[config.mk]
export PLATFORM = sky130hd
export DESIGN_NAME = moving_average_stillness_detector
export DESIGN_NICKNAME = d
export VERILOG_FILES = /design/src/msd_pkg.sv /design/src/msd_front.sv /design/src/msd_window.sv /design/src/msd_band.sv /design/src/moving_average_stillness_detector.sv
export VERILOG_INCLUDE_DIRS = /design/src /design/src/src
export SDC_FILE = /design/constraint.sdc
export NUM_CORES = 1
export LEC_CHECK = 0
export ABC_AREA = 1
export BUFFER_PORTS_ARGS = -buffer_cell sky130_fd_sc_hd__buf_2
export CORE_AREA = 2 2 173 345
export DETAILED_ROUTE_END_ITERATION = 8
export DIE_AREA = 0 0 175 347
export PLACE_DENSITY = 0.48
export SKIP_LAST_GASP = 1
export SYNTH_ARGS = -nofsm -noshare
export SYNTH_HDL_FRONTEND = slang
export SYNTH_SLANG_ARGS = --single-unit
[constraint.sdc]
create_clock -name clk -period 3.3 [get_ports clk]
set_clock_uncertainty 0.15 [all_clocks]
set_input_delay 0.33 -clock clk [delete_from_list [all_inputs] [get_ports clk]]
set_output_delay 0.33 -clock clk [all_outputs]
set_load 0.1 [all_outputs]
[src/moving_average_stillness_detector_assert.svh]
// ----------------------------------------------------------------------------
// Assertion macros for the moving-average stillness detector.
// Both macros expect clk and rst_n in the scope where they are used.
// ----------------------------------------------------------------------------
`ifndef MOVING_AVERAGE_STILLNESS_DETECTOR_ASSERT_SVH
`define MOVING_AVERAGE_STILLNESS_DETECTOR_ASSERT_SVH

// The condition holds at every clock edge outside reset.
`define MSD_ASSERT_ALWAYS(label, cond) \
  label: assert property (@(posedge clk) disable iff (!rst_n) (cond)) \
    else $error("stillness detector: invariant violated");

// When the trigger holds, the consequence holds in the next cycle.
`define MSD_ASSERT_NEXT(label, trig, cons) \
  label: assert property (@(posedge clk) disable iff (!rst_n) (trig) |=> (cons)) \
    else $error("stillness detector: sequence violated");

`endif

[src/msd_pkg.sv]
// ----------------------------------------------------------------------------
// msd_pkg
// Shared types and constants of the moving-average stillness detector.
// ----------------------------------------------------------------------------
package msd_pkg;

  localparam int unsigned THRESH_W        = 15;
  localparam int unsigned RESET_THRESHOLD = 256;

  typedef enum logic {
    OP_PUSH  = 1'b0,
    OP_CLEAR = 1'b1
  } op_t;

  typedef struct packed {
    logic valid;
    op_t  op;
  } q_head_t;

  typedef struct packed {
    logic valid;
    logic clear;
    logic filled;
  } win_stat_t;

endpackage

[src/msd_front.sv]
// ----------------------------------------------------------------------------
// msd_front
// Accepts input words, decodes the action and queues them in a two-entry FIFO.
// ----------------------------------------------------------------------------
module msd_front #(
  parameter int unsigned SAMPLE_WIDTH = 16
) (
  input  logic                    clk,
  input  logic                    rst_n,
  input  logic                    in_valid,
  output logic                    in_ready,
  input  logic                    in_action,
  input  logic [SAMPLE_WIDTH-1:0] in_velocity_sample,
  output msd_pkg::q_head_t        head,
  output logic [SAMPLE_WIDTH-1:0] head_sample,
  input  logic                    pop
);
  import msd_pkg::*;

  op_t                     q_op_r     [2];
  logic [SAMPLE_WIDTH-1:0] q_sample_r [2];
  logic                    rd_ptr_r, rd_ptr_nxt;
  logic                    wr_ptr_r, wr_ptr_nxt;
  logic [1:0]              cnt_r, cnt_nxt;
  logic                    push;
  op_t                     dec_op;

  always_comb begin
    case (in_action)
      1'b1:    dec_op = OP_CLEAR;
      default: dec_op = OP_PUSH;
    endcase
  end

  assign in_ready     = (cnt_r != 2'd2);
  assign push         = in_valid && in_ready;
  assign head.valid   = (cnt_r != 2'd0);
  assign head.op      = q_op_r[rd_ptr_r];
  assign head_sample  = q_sample_r[rd_ptr_r];

  always_comb begin
    wr_ptr_nxt = push ? ~wr_ptr_r : wr_ptr_r;
    rd_ptr_nxt = pop ? ~rd_ptr_r : rd_ptr_r;
    cnt_nxt    = cnt_r + {1'b0, push} - {1'b0, pop};
  end

  always_ff @(posedge clk) begin
    if (!rst_n) begin
      rd_ptr_r <= 1'b0;
      wr_ptr_r <= 1'b0;
      cnt_r    <= 2'd0;
    end else begin
      rd_ptr_r <= rd_ptr_nxt;
      wr_ptr_r <= wr_ptr_nxt;
      cnt_r    <= cnt_nxt;
    end
  end

  always_ff @(posedge clk) begin
    if (push) begin
      q_op_r[wr_ptr_r]     <= dec_op;
      q_sample_r[wr_ptr_r] <= in_velocity_sample;
    end
  end

endmodule

[src/msd_window.sv]
// ----------------------------------------------------------------------------
// msd_window
// Ring window memory with running sum; executes pushes and clears in order.
// ----------------------------------------------------------------------------
`include "moving_average_stillness_detector_assert.svh"

module msd_window #(
  parameter int unsigned WINDOW_DEPTH = 16,
  parameter int unsigned SAMPLE_WIDTH = 16,
  parameter int unsigned SUM_W        = SAMPLE_WIDTH + $clog2(WINDOW_DEPTH)
) (
  input  logic                    clk,
  input  logic                    rst_n,
  input  msd_pkg::q_head_t        head,
  input  logic [SAMPLE_WIDTH-1:0] head_sample,
  output logic                    pop,
  output msd_pkg::win_stat_t      stat,
  output logic signed [SUM_W-1:0] sum,
  input  logic                    take
);
  import msd_pkg::*;

  localparam int unsigned SLOT_W = $clog2(WINDOW_DEPTH);

  logic [SAMPLE_WIDTH-1:0] mem [WINDOW_DEPTH];
  logic [SAMPLE_WIDTH-1:0] rd_data_r;
  logic [SLOT_W-1:0]       slot_r, slot_nxt;
  logic signed [SUM_W-1:0] sum_r, sum_nxt;
  logic                    filled_r, filled_nxt;
  logic                    s1_valid_r, s1_valid_nxt;
  logic                    s1_clear_r, s1_clear_nxt;
  logic                    do_push;
  logic signed [SAMPLE_WIDTH-1:0] old_s, new_s;

  assign pop     = head.valid && (!s1_valid_r || take);
  assign do_push = pop && (head.op == OP_PUSH);
  assign old_s   = filled_r ? $signed(rd_data_r) : '0;
  assign new_s   = $signed(head_sample);

  always_comb begin
    slot_nxt     = slot_r;
    sum_nxt      = sum_r;
    filled_nxt   = filled_r;
    s1_clear_nxt = s1_clear_r;
    s1_valid_nxt = take ? 1'b0 : s1_valid_r;
    if (pop) begin
      s1_valid_nxt = 1'b1;
      case (head.op)
        OP_CLEAR: begin
          slot_nxt     = '0;
          sum_nxt      = '0;
          filled_nxt   = 1'b0;
          s1_clear_nxt = 1'b1;
        end
        default: begin
          sum_nxt      = sum_r - SUM_W'(old_s) + SUM_W'(new_s);
          s1_clear_nxt = 1'b0;
          if (slot_r == SLOT_W'(WINDOW_DEPTH - 1)) begin
            slot_nxt   = '0;
            filled_nxt = 1'b1;
          end else begin
            slot_nxt = slot_r + 1'b1;
          end
        end
      endcase
    end
  end

  always_ff @(posedge clk) begin
    if (!rst_n) begin
      slot_r     <= '0;
      sum_r      <= '0;
      filled_r   <= 1'b0;
      s1_valid_r <= 1'b0;
    end else begin
      slot_r     <= slot_nxt;
      sum_r      <= sum_nxt;
      filled_r   <= filled_nxt;
      s1_valid_r <= s1_valid_nxt;
    end
  end

  always_ff @(posedge clk) begin
    s1_clear_r <= s1_clear_nxt;
  end

  // The entry at the next slot is fetched into a register ahead of its use.
  always_ff @(posedge clk) begin
    if (do_push) begin
      mem[slot_r] <= head_sample;
    end
    rd_data_r <= mem[slot_nxt];
  end

  assign stat.valid  = s1_valid_r;
  assign stat.clear  = s1_clear_r;
  assign stat.filled = filled_r;
  assign sum         = sum_r;

  `MSD_ASSERT_ALWAYS(a_slot_in_range, slot_r <= SLOT_W'(WINDOW_DEPTH - 1))
  `MSD_ASSERT_NEXT(a_clear_empties, pop && head.op == OP_CLEAR,
                   sum_r == '0 && !filled_r && slot_r == '0)
  `MSD_ASSERT_NEXT(a_fill_on_wrap, !filled_r && do_push && slot_r != SLOT_W'(WINDOW_DEPTH - 1),
                   !filled_r)
  `MSD_ASSERT_ALWAYS(a_take_needs_item, !take || s1_valid_r)

endmodule

[src/msd_band.sv]
// ----------------------------------------------------------------------------
// msd_band
// Band test of the window sum, stillness counter and the result register.
// ----------------------------------------------------------------------------
module msd_band #(
  parameter int unsigned WINDOW_DEPTH = 16,
  parameter int unsigned SUM_W        = 20
) (
  input  logic                             clk,
  input  logic                             rst_n,
  input  logic                             cfg_we,
  input  logic [msd_pkg::THRESH_W-1:0]     cfg_data,
  input  msd_pkg::win_stat_t               stat,
  input  logic signed [SUM_W-1:0]          sum,
  output logic                             take,
  output logic                             out_valid,
  input  logic                             out_ready,
  output logic                             out_on_ground,
  output logic                             out_window_ready
);
  import msd_pkg::*;

  localparam int unsigned LIM_W = THRESH_W + $clog2(WINDOW_DEPTH + 1);
  localparam int unsigned CMP_W = ((SUM_W > LIM_W + 1) ? SUM_W : LIM_W + 1) + 1;
  localparam int unsigned CNT_W = $clog2(WINDOW_DEPTH + 1);

  logic [LIM_W-1:0]        limit_r, limit_nxt;
  logic [CNT_W-1:0]        cnt_r, cnt_nxt;
  logic                    out_valid_r, out_valid_nxt;
  logic                    og_r, og_nxt;
  logic                    wr_r, wr_nxt;
  logic signed [CMP_W-1:0] sum_ext, lim_ext;
  logic                    in_band;
  logic                    out_go;

  assign limit_nxt = cfg_we ? (LIM_W'(cfg_data) * LIM_W'(WINDOW_DEPTH)) : limit_r;
  assign sum_ext   = CMP_W'(sum);
  assign lim_ext   = CMP_W'($signed({1'b0, limit_r}));
  assign in_band   = (sum_ext < lim_ext) && (sum_ext > -lim_ext);
  assign out_go    = !out_valid_r || out_ready;
  assign take      = stat.valid && out_go;

  always_comb begin
    cnt_nxt       = cnt_r;
    og_nxt        = og_r;
    wr_nxt        = wr_r;
    out_valid_nxt = out_ready ? 1'b0 : out_valid_r;
    if (take) begin
      out_valid_nxt = 1'b1;
      wr_nxt        = stat.filled;
      og_nxt        = 1'b0;
      if (stat.clear) begin
        cnt_nxt = '0;
      end else if (stat.filled) begin
        if (!in_band) begin
          cnt_nxt = '0;
        end else if (cnt_r != CNT_W'(WINDOW_DEPTH)) begin
          cnt_nxt = cnt_r + 1'b1;
        end
        og_nxt = (cnt_nxt == CNT_W'(WINDOW_DEPTH));
      end
    end
  end

  always_ff @(posedge clk) begin
    if (!rst_n) begin
      limit_r     <= LIM_W'(RESET_THRESHOLD) * LIM_W'(WINDOW_DEPTH);
      cnt_r       <= '0;
      out_valid_r <= 1'b0;
    end else begin
      limit_r     <= limit_nxt;
      cnt_r       <= cnt_nxt;
      out_valid_r <= out_valid_nxt;
    end
  end

  always_ff @(posedge clk) begin
    og_r <= og_nxt;
    wr_r <= wr_nxt;
  end

  assign out_valid        = out_valid_r;
  assign out_on_ground    = og_r;
  assign out_window_ready = wr_r;

endmodule

[src/moving_average_stillness_detector.sv]
// ----------------------------------------------------------------------------
// moving_average_stillness_detector
// An accepted word passes the FIFO, the window stage and the result register.
// Throughput: one word per cycle while out_ready is high, set by the
// running-sum update and the one-ahead read of the window memory.
// Reset: synchronous; empties the window and restores a threshold of 256.
// ----------------------------------------------------------------------------
module moving_average_stillness_detector #(
  parameter int unsigned WINDOW_DEPTH = 16,
  parameter int unsigned SAMPLE_WIDTH = 16
) (
  input  logic                         clk,
  input  logic                         rst_n,
  input  logic                         in_valid,
  output logic                         in_ready,
  input  logic                         in_action,
  input  logic signed [SAMPLE_WIDTH-1:0] in_velocity_sample,
  output logic                         out_valid,
  input  logic                         out_ready,
  output logic                         out_on_ground,
  output logic                         out_window_ready,
  input  logic                         cfg_valid,
  output logic                         cfg_ready,
  input  logic [msd_pkg::THRESH_W-1:0] cfg_band_threshold
);
  import msd_pkg::*;

  localparam int unsigned SUM_W = SAMPLE_WIDTH + $clog2(WINDOW_DEPTH);

  q_head_t                 head;
  logic [SAMPLE_WIDTH-1:0] head_sample;
  logic                    pop;
  win_stat_t               stat;
  logic signed [SUM_W-1:0] sum;
  logic                    take;
  logic                    cfg_we;

  assign cfg_ready = 1'b1;
  assign cfg_we    = cfg_valid && cfg_ready;

  msd_front #(
    .SAMPLE_WIDTH (SAMPLE_WIDTH)
  ) u_front (
    .clk                (clk),
    .rst_n              (rst_n),
    .in_valid           (in_valid),
    .in_ready           (in_ready),
    .in_action          (in_action),
    .in_velocity_sample (in_velocity_sample),
    .head               (head),
    .head_sample        (head_sample),
    .pop                (pop)
  );

  msd_window #(
    .WINDOW_DEPTH (WINDOW_DEPTH),
    .SAMPLE_WIDTH (SAMPLE_WIDTH),
    .SUM_W        (SUM_W)
  ) u_window (
    .clk         (clk),
    .rst_n       (rst_n),
    .head        (head),
    .head_sample (head_sample),
    .pop         (pop),
    .stat        (stat),
    .sum         (sum),
    .take        (take)
  );

  msd_band #(
    .WINDOW_DEPTH (WINDOW_DEPTH),
    .SUM_W        (SUM_W)
  ) u_band (
    .clk              (clk),
    .rst_n            (rst_n),
    .cfg_we           (cfg_we),
    .cfg_data         (cfg_band_threshold),
    .stat             (stat),
    .sum              (sum),
    .take             (take),
    .out_valid        (out_valid),
    .out_ready        (out_ready),
    .out_on_ground    (out_on_ground),
    .out_window_ready (out_window_ready)
  );

endmodule
# Word level (Yosys, flattened, before mapping)
# Memory sizes are Yosys's and may differ from the RTL's. A register that Yosys moved wholly into a read port is not among the register bits.
# Cells that the tools add are included.
[totals]
wordCells = 78
mem_count = 3
mem_bits_rw = 290
output_inout_bits = 5
reg_bits = 54
inputBits = 37
[classes]
n_eq_ne = 4
n_bitwise = 4
n_mux = 28
add_sub_neg = 7
reduce_logical = 17
magnitude_cmp = 2
[memory_table]
columns = ["memory", "depth", "width", "read_ports", "rd_clocked_by_memory_dff", "write_ports", "line", "text"]
rows = [
  ["u_window.mem", 16, 16, 1, 1, 1, "msd_window.sv:25", "logic [SAMPLE_WIDTH-1:0] mem [WINDOW_DEPTH];"],
  ["u_front.q_sample_r", 2, 16, 1, 1, 1, "msd_front.sv:21", "logic [SAMPLE_WIDTH-1:0] q_sample_r [2];"],
  ["u_front.q_op_r", 2, 1, 1, 1, 1, "msd_front.sv:20", "op_t q_op_r [2];"],
]
[op_table]
columns = ["op", "count"]
rows = [
  ["2-to-1 mux 5 bit", 7],
  ["greater-than comparator 20 x 22 -> 1 bit", 1],
  ["negation 19 -> 22 bit", 1],
  ["adder 20 x 16 -> 20 bit", 1],
  ["< comparator 20 bit", 1],
  ["2-to-1 mux 20 bit", 1],
  ["subtractor 20 x 16 -> 20 bit", 1],
  ["2-to-1 mux 1 bit", 16],
  ["2-to-1 mux 16 bit", 1],
  ["2-to-1 mux 4 bit", 3],
  ["nonzero test 2 bit", 5],
  ["adder 5 x 1 -> 5 bit, second input constant", 1],
  ["equality test 5 bit, second input constant", 1],
  ["logical AND 1 bit", 5],
  ["inequality test 5 bit, second input constant", 1],
  ["adder 4 x 1 -> 4 bit, second input constant", 1],
  ["equality test 4 bit, second input constant", 1],
  ["inverter 1 bit", 4],
  ["AND reduction 2 bit", 2],
  ["adder 2 x 1 -> 2 bit", 1],
  ["zero test 1 bit", 2],
  ["logical OR 1 bit", 2],
  ["inequality test 2 bit, second input constant", 1],
  ["OR reduction 2 bit", 1],
  ["subtractor 2 x 1 -> 2 bit", 1],
]

# Depth between registers and ports, before layout
# Gate-level depths: netlist of the first run.
[depth]
word_depth = 9
depth_mapped = 23
mapped_depth_nobuf = 23

# Hierarchy
# A second synthesis of the first run with hierarchy kept.
[unflattened]
cells_unflattened = 1895
hier_area_um2 = 18116.1
[by_module_without_submodules]
columns = ["module", "area_per_inst_um2", "cells_each", "n_inst", "seq_area_each_um2"]
rows = [
  ["msd_window", 14611.5, 1525, 1, 8558.2],
  ["msd_band", 1990.7, 282, 1, 480.5],
  ["msd_front", 1502.7, 86, 1, 1121.1],
  ["moving_average_stillness_detector", 11.3, 2, 1, 0.0],
]

# Worst setup path after synthesis of the first run
# No wires, ideal clock.
[synth_path]
path_type = "register to register"
startpoint = "reg with a tool-made name"
endpoint = "reg u_window.sum_r[15] (netlist: u_window.sum[15])"
n_path_buf = 1
setup_slack_ps = 147
t_required_ps = 3018
setup_ps = 132
arrival_time_ps = 2870
path_stages_with_launch = 17
period_less_slack_ps = 3153
path_cell_list = "dfxtp_1 > inv_2 > clkbuf_1 > or2_2 > o21ai_0 > fa_1 > inv_1 > ha_1 > a21oi_1 > o21ai_0 > nor2_1 > o21ai_0 > nand3_1 > nand2_1 > nand2_1 > nand3_1 > a21oi_1"
[synth_rtl]
columns = ["item", "line", "text"]
rows = [
  ["end signal, assigned", "msd_window.sv:77", "sum_r <= sum_nxt;"],
  ["end, declared", "msd_window.sv:28", "logic signed [SUM_W-1:0] sum_r, sum_nxt;"],
]

# Worst setup path after layout of the first run
[layout_path]
startpoint = "reg u_band.limit_r[4]"
endpoint = "reg u_band.cnt_r[2]"
[layout_between]
elab_chain_cells = 9
elab_cells_between_ends = 10
classes_between = "1 x add/sub; 2 x order compare; 6 x mux; 1 x reduce/logical"
[layout_rtl]
columns = ["item", "line", "text"]
rows = [
  ["start, declared", "msd_band.sv:27", "logic [LIM_W-1:0] limit_r, limit_nxt;"],
  ["start signal, assigned", "msd_band.sv:67", "limit_r <= LIM_W'(RESET_THRESHOLD) * LIM_W'(WINDOW_DEPTH);"],
  ["start signal, assigned", "msd_band.sv:71", "limit_r <= limit_nxt;"],
  ["negation 19 -> 22 bit", "msd_band.sv:39", "assign in_band = (sum_ext < lim_ext) && (sum_ext > -lim_ext);"],
  ["greater-than comparator 20 x 22 -> 1 bit", "msd_band.sv:39", ""],
  ["logical AND 1 bit *", "msd_band.sv:39", ""],
  ["2-to-1 mux 5 bit *", "msd_band.sv:55", "if (!in_band) begin"],
  ["2-to-1 mux 5 bit *", "msd_band.sv:54", "end else if (stat.filled) begin"],
  ["2-to-1 mux 5 bit *", "msd_band.sv:52", "if (stat.clear) begin"],
  ["2-to-1 mux 5 bit *", "msd_band.sv:48", "if (take) begin"],
  ["2-to-1 mux 5 bit *", "msd_band.sv:54", ""],
  ["2-to-1 mux 5 bit *", "msd_band.sv:52", ""],
  ["end signal, assigned", "msd_band.sv:72", "cnt_r <= cnt_nxt;"],
  ["end, declared", "msd_band.sv:28", "logic [CNT_W-1:0] cnt_r, cnt_nxt;"],
]
# Every way passes the cells marked *; elsewhere a longest branch is shown, timed or not. The select of a mux whose other input is x is not followed.
# A chain may end at the register's enable or synchronous reset.

==> reports/qor.yml, run 1 <==
slew_viol_final: 0
wire_per_inst_um: 17.9
grt_antenna_before_repair: 0
whs_ns: 0.0222
critPathKind: "reg2reg"
drt-initial-drc-count: 641
worst_pin_slew_ns: 1.19
crit_chain: "nor3_4 -> nand2_2 -> nor3_4 -> nand3_2 -> nor2_2 -> nand2_2 -> nor3_2 -> ha_1 -> nand2_2 -> inv_1 -> nand2_1 -> nand2_1 -> a21oi_2 -> buf_4 -> nand2_2 -> nor2_1 -> nor2_1 -> nor2_2 -> buf_6 -> nand4_1 -> a21oi_2"
critPathLaunchType: "register"
fin_area_um2: 21000
slowest_delay_ns: 0.37
syn_area_um2: 17200
ys_types: 41
rsz0062_at_grt: "yes"
vias_per_cell: 4.61
dieArea_um2: 60700
cp.arrival_ns: 3.57
synthFlopType: "edfxtp_1"
crit_top_cell: "nand2_2"
port_buffers: 40
core_um2: 58000
vias: 12400
yosys-top-cells-count: "351 x nand2_1, 295 x inv_1, 293 x edfxtp_1, 146 x nand3_1, 116 x a21oi_1"
seq_area_frac_synth_pct: 58.9
clock_latency_ns: 0.57
netlist.area_leader.share_pct: 51.0
diodes: 0
die_height_um: 347
postSynthRegisterBits: 361
grtUsageMet3_pct: 1.52
ys.warnings.count: 0
drive_gt1_share_pct: 17.4
yosys.area.top_type: "edfxtp_1"
path_delay_family: "simple AND/OR/NAND/NOR gates"
detail_route.first_pass.iterations: 5
maxCapViolations: 0
hold_class: "in2reg"
grt_overflow: 0
cts_buffers: 35
nNetsFinal: 2020
leakagePower_uw: 0.00863
cts_sinks: 361
grt_use_total_pct: 15.9
die_x_um: 175
ant_nets: 0
syn_inst: 1723
relSlewSlack_pct: 20.3
row_count: 125
hold_viol_final: 0
fin_ws_ns: 0.0623
gr-usage-met2_pct: 32.3
power_uw: 19000
run_status: "finished clean"
htreeDepth: 2
synth.most_common_cell: "nand2_1"
dp.cells: 2582
ys_top_cells_by_area: "edfxtp_1 51%, dfxtp_1 7.9%, nand2_1 7.6%, inv_1 6.4%, ha_1 4.6%"
synth_edf_count: 293
clock_path_buffers: 3
synthArstFlopShare_pct: 0
vdd_drop_max_mv: 0.478
setup_viol: 0
wl_mm: 48.2
area_delta_synth_final_pct: 21.7
min_period_ns: 3.24
dp_hpwl_mm: 32.8
crit_buf_inv: 3
end_kind: "register"
grt_pass1_wl_mm: 73.0
place_congestion: 0.824
cts_tree: "done"
initial_core_util_pct: 29.7
place_ws_ns: -0.239
ios: 42
clkTransAtPathRegs_ns: 0.06
grt_busiest_layer: "met2"
cp.required_ns: 3.63
fmax_ghz: 0.309
p_per_area_nw_per_um2: 905
final_cells: 2690
place_area_um2: 19100
drc: 0
clockRootBuffer: "clkbuf_16"
avgSynthCellArea_um2: 10.0
grt_start_max_net_pins: 110
critPathMaxFanout: 4
synth.net_count: 1842
grt_pass1_vias: 12700
grt_use_met1_pct: 15.5
finalCritPeriodShare_pct: 98.1
worst_path_max_delay_cell: "dfxtp_4"
flip-flops by register name, indices dropped and copies added, names as in the netlist, named ones only:
name and count:
u_band.cnt_r 5, u_band.limit_r 15, u_band.out_on_ground 1, u_band.out_valid 1, u_band.out_window_ready 1, u_front.cnt_r 2, u_front.q_op_r 2, u_front.q_sample_r 32
u_front.rd_ptr_r 1, u_front.wr_ptr_r 1, u_window.filled_r 1, u_window.mem 256, u_window.rd_data_r 16, u_window.s1_clear_r 1, u_window.s1_valid_r 1, u_window.slot_r 4
u_window.sum 20
metrics by stage:
step	TNS, ns	util, %
floorplan	0	-
detailed placement	-1.38	32.9
CTS	-0.000435	35.6
global route	-0.721	36.2
finish	0	36.2
global placement	-1.11	32.9
power by group:
part           leakage (uW)  internal (uW)  switching (uW)
clock              0.000574           2230            1860
combinational       0.00485           3350            5490
sequential          0.00321           5780             275
total               0.00863          11400            7620
cells in the final DEF (no fill, tap or decap), types with 6 or more instances in the layout:
master         instances
dfxtp_1               64
clkbuf_16             35
dlygate4sd3_1         35
inv_2                  6
o211ai_1              64
buf_12                 8
clkinv_2               7
ha_1                  57
inv_1                292
o21ai_1               23
a21oi_1              109
o21ai_2                8
nand3_1              142
a21oi_2                7
edfxtp_1             293
buf_4                122
nor3_2                 6
or2_2                 15
nand2_2               14
nand4_1               11
nand2_1              339
nor2_1                42
clkbuf_8               6
fa_1                  18
o21ai_0               55
nor2_2                17
buf_2                 40
nor2_4                 6
xor2_1                20
nor3_1                 6
logic make-up (layout without fill, tap and decap cells):
family | count (synthesis) | in the layout | synth area share (%)
AO/OA/AOI/OAI | 278 | 278 | 9.29
other | 1 | 1 | 0.0217
flip-flops | 361 | 361 | 58.9
buffers and inverters | 366 | 571 | 8.68
XOR/XNOR | 21 | 21 | 1.07
AND/OR/NAND/NOR | 614 | 614 | 15.3
adder cells (fa/ha/maj) | 82 | 82 | 6.77
metal layers:
layer | wire length [um] | up-vias
met3 | 1020 | 103
met5 | 0 | -
met2 | 27700 | 195
met1 | 17000 | 5976
li1 | - | 6131
met4 | 2490 | 0
path summary, 6_finish.rpt:
kind	startpoint	end	slack (ns)	depth (start not counted)
setup / recovery	u_band.limit_r[4]	u_band.cnt_r[2]	0.06	21
hold / removal	in_valid	u_front.wr_ptr_r	0.02	5
setup reg to reg	u_band.limit_r[4]	u_band.cnt_r[2]	0.06	21
hold reg to reg	u_front.rd_ptr_r	u_front.rd_ptr_r	0.31	1
worst min-delay path: cells and delay by family:
family | cells | cell delay, ns
buf+inv | 2 | 0.16
compound gates | 1 | 0.08
simple gates | 2 | 0.14
timing repair:
action	in CTS	in global routing
hold buffers	35	0
hold endpoints to repair	50	0
resized for setup	11	78
setup endpoints to repair	8	19
buffers inserted	0	9
pin swaps	3	31
final cells by class:
class                      count  area, um2
tap                          762        953
fill                        5809      37000
clock inverter                18        194
multi-input combinational    996       5920
timing repair buffer         206       1640
clock buffer                  46        981
inverter                     301       1130
sequential                   361      10200
Power figures use the tool's default switching activity.
==> inputs of run 2 (changes only) <==
Settings changed: ABC_AREA 1 to unset, CORE_AREA 2 2 173 345 to 2 2 169 337, DIE_AREA 0 0 175 347 to 0 0 171 339, PLACE_DENSITY 0.48 to 0.49, SLEW_MARGIN set to 20.
==> run 2 against run 1 <==
The run now ends with setup timing left. Setup slack lost 0.34 ns. Non-clock buffer count fell by 6. Core utilization increased by 0.74 points. Synthesized area down 4.3%. Via count decreased by 11%. Design area shrank 2.8%. Flip-flop and latch count is the same. Global-route usage decreased by 0.71 points. Hold slack gained 0.044 ns. Maximum frequency is 9.5% lower. Register-to-register slack lost 0.34 ns. Sequential share of layout area grew 1.4 points. Largest cell class unchanged.
==> reports/qor.yml, run 2 <==
switching_power_uw: 5920  # -22%
drt-initial-drc-count: 464  # -28%
ys_types: 56  # +37%
place_area_um2: 18500  # -3.2%
combPwrFrac_pct: 41.7  # -4.9 points
seqPwrFrac_pct: 35.2  # +3.3 points
run_status: "finished with violations"
final_cell_mix: "293 x edfxtp_1, 158 x nand2_1, 108 x buf_4"
place_congestion: 0.873  # +6.0%
clock_path_buffers: 3  # unchanged
violations: "setup timing"
clockRootBuffer: "clkbuf_16"
maxCapViolations: 0  # unchanged
cp.arrival_ns: 3.85  # +0.28 ns
clkTransAtPathRegs_ns: 0.06  # about the same
core_um2: 55300  # -4.8%
drc: 0  # unchanged
syn_area_um2: 16500  # -4.3%
worst_path_max_delay_cell: "fa_1"
largest_reg_flops: 256  # unchanged
r2r_slack_ns: -0.28  # -0.34 ns
vias_per_cell: 4.82  # +4.5%
cts_tree: "done"
seq_area_frac_synth_pct: 61.5  # +2.6 points
cts_sinks: 361  # unchanged
power_frac_clock_pct: 23.1  # +1.6 points
leakagePower_uw: 0.00748  # -13%
p_per_area_nw_per_um2: 815  # -10%
final_common_cell: "edfxtp_1"
slew_viol_final: 0  # unchanged
min_period_ns: 3.58  # +0.340 ns
hold_start: "rst_n"
rsz0062_at_grt: "yes"
detail_route.first_pass.iterations: 5  # unchanged
critPathKind: "reg2reg"
synth.most_common_cell: "edfxtp_1"
finalCritPeriodShare_pct: 108  # +10 points
hold_class: "in2reg"
vias: 11000  # -11%
final_cells: 2292  # -15%
yosys-top-cells-count: "293 x edfxtp_1, 158 x nand2_1, 103 x inv_1, 83 x a211oi_1, 81 x and2_1"
grt_use_total_pct: 15.2  # -0.71 points
relSlewSlack_pct: 36.9  # +17 points
fmax_ghz: 0.279  # -9.5%
synthFlopType: "edfxtp_1"
regMostFlops: "u_window.mem"
area_delta_synth_final_pct: 23.5
grt_start_max_net_pins: 73  # -34%
drive_gt1_share_pct: 18.9  # +1.6 points
avgSynthCellArea_um2: 12.2  # +22%
whs_ns: 0.0664  # +0.0442 ns
clock_latency_ns: 0.55  # -0.02 ns
fin_ws_ns: -0.278  # -0.340 ns
die_x_um: 171  # -2.3%
slowest_delay_ns: 0.50  # +0.13 ns
critPathLaunchType: "register"
postSynthRegisterBits: 361  # unchanged
synth.net_count: 1474  # -20%
synthArstFlopShare_pct: 0  # unchanged
crit_chain: "buf_12 -> mux2i_2 -> fa_1 -> inv_2 -> fa_2 -> a21o_1 -> a21oi_4 -> o21bai_4 -> a2111oi_4 -> o31ai_4 -> buf_4 -> a31oi_1 -> o21ai_1 -> xor2_1 -> a32o_1"
die_height_um: 339  # -2.3%
yosys.area.top_type: "edfxtp_1"
fin_area_um2: 20400  # -2.8%
p_sw_share_pct: 35.6  # -4.5 points
internal-power_uw: 10700  # -5.9%
dieArea_um2: 58000  # -4.5%
ios: 42  # unchanged
htreeDepth: 2  # unchanged
dp.cells: 2184  # -15%
ant_nets: 0  # unchanged
syn_inst: 1355  # -21%
wire_per_inst_um: 19.2  # +6.9%
wl_mm: 43.9  # -8.9%
nNetsFinal: 1640  # -19%
vdd_drop_max_mv: 0.327  # -32%
place_ws_ns: -0.434  # -0.194 ns
fillers: 5425  # -6.6%
hold_viol_final: 0  # unchanged
setup_viol: 8  # +8
netlist.area_leader.share_pct: 53.3  # +2.3 points
dp_hpwl_mm: 29.4  # -11%
initial_core_util_pct: 29.9  # +0.15 points
port_buffers: 40  # unchanged
grt_pass1_wl_mm: 65.8  # -9.9%
grt_overflow: 0  # unchanged
cts_buffers: 34  # -2.9%
cp.required_ns: 3.57  # -0.06 ns
worst_pin_slew_ns: 0.946  # -0.248 ns
ys.warnings.count: 0  # unchanged
row_count: 122  # -2.4%
critPathMaxFanout: 4  # unchanged
synth_edf_count: 293  # unchanged
end_kind: "register"
grt_antenna_before_repair: 0  # unchanged
grt_pass1_vias: 11400  # -11%
ys_top_cells_by_area: "edfxtp_1 53%, dfxtp_1 8.2%, ha_1 4.8%, a211oi_1 3.8%, nand2_1 3.6%"
[run 2: cell types whose count changed after synthesis, sizes merged, moves of 36 or more]
cell / before / now
a211oi: 0 / 83
a21oi: 116 / 64
a31oi: 0 / 36
and2: 0 / 89
inv: 300 / 104
nand2: 355 / 158
nand3: 146 / 15
o211ai: 64 / 3
o21ai: 87 / 21
[run 2: power groups by stage]
stage | Sequential [uW] | Combinational [uW] | Clock, uW
6_report | 5840 | 6930 | 3840
5_1_grt | 5880 | 7640 | 4100
4_1_cts | 5840 | 6780 | 3970
3_5_place_dp | 5930 | 6320 | 0
3_3_place_gp | 5920 | 6260 | 0
2_1_floorplan | 5900 | 3950 | 0
[run 2: kinds of logic after synthesis]
kind of cell               synth area share (%)
and+or+nand+nor                            11.2
AOI/OAI and AO/OA                          12.2
buffers and inverters                      4.20
other                                    0.0227
xor gates and xnor gates                   1.91
DFF                                        61.5
adders and majority gates                  7.08
muxes                                      1.89
[run 2: final timing paths]
path | endpoint | cells past startpoint
worst max-delay path | u_window.sum[14] | 15
worst min-delay path | u_band.limit_r[12] | 2
worst max register to register | u_window.sum[14] | 15
worst min register to register | u_window.sum[2] | 2
[run 2: per-stage QoR]
stage	power (uW)	util, %	setup TNS (ns)
detailed placement	12300	33.4	-3.93
global placement	12200	33.4	-2.93
global route	17600	36.9	-3.70
CTS	16600	36.5	-1.22
finish	16600	36.9	-1.74
floorplan	9850	-	-0.449
[run 2: what timing repair did]
action,in CTS,in global routing
endpoints found under the hold margin,51,0
hold buffers,33,0
buffers inserted,5,7
pin swaps,12,15
gates resized for setup,46,37
endpoints found under the setup margin,17,17
[run 2: layer usage]
layer | up-vias | wire length [um] | share of wire (%) | track usage, %
met5 | - | 0 | 0 | 0
met4 | 0 | 2210 | 5.0 | 7.63
met3 | 96 | 1080 | 2.5 | 1.54
met2 | 190 | 24500 | 56 | 29.2
met1 | 5482 | 16100 | 37 | 15.9
li1 | 5275 | - | - | -
[run 2: cell type report]
class / count / area, um2 / share of cell area [%]
Inverter: 104 / 390 / 1.91
Tap cell: 744 / 931 / 4.56
Sequential cell: 361 / 10200 / 49.8
Clock inverter: 14 / 130 / 0.638
Multi-Input combinational cell: 820 / 6120 / 30.0
Antenna cell: 1 / 2.50 / 0.0123
Clock buffer: 48 / 943 / 4.63
Timing Repair Buffer: 200 / 1710 / 8.40
[run 2: worst max-delay path, delay by kind of cell, from the launching register on]
kind / cells / cell delay, ns
flip-flops: 1 / 0.33
multiplexers: 1 / 0.15
buffers and inverters: 3 / 0.34
XOR/XNOR: 1 / 0.15
adder cells (fa/ha/maj): 2 / 0.86
AO/OA/AOI/OAI: 8 / 1.50
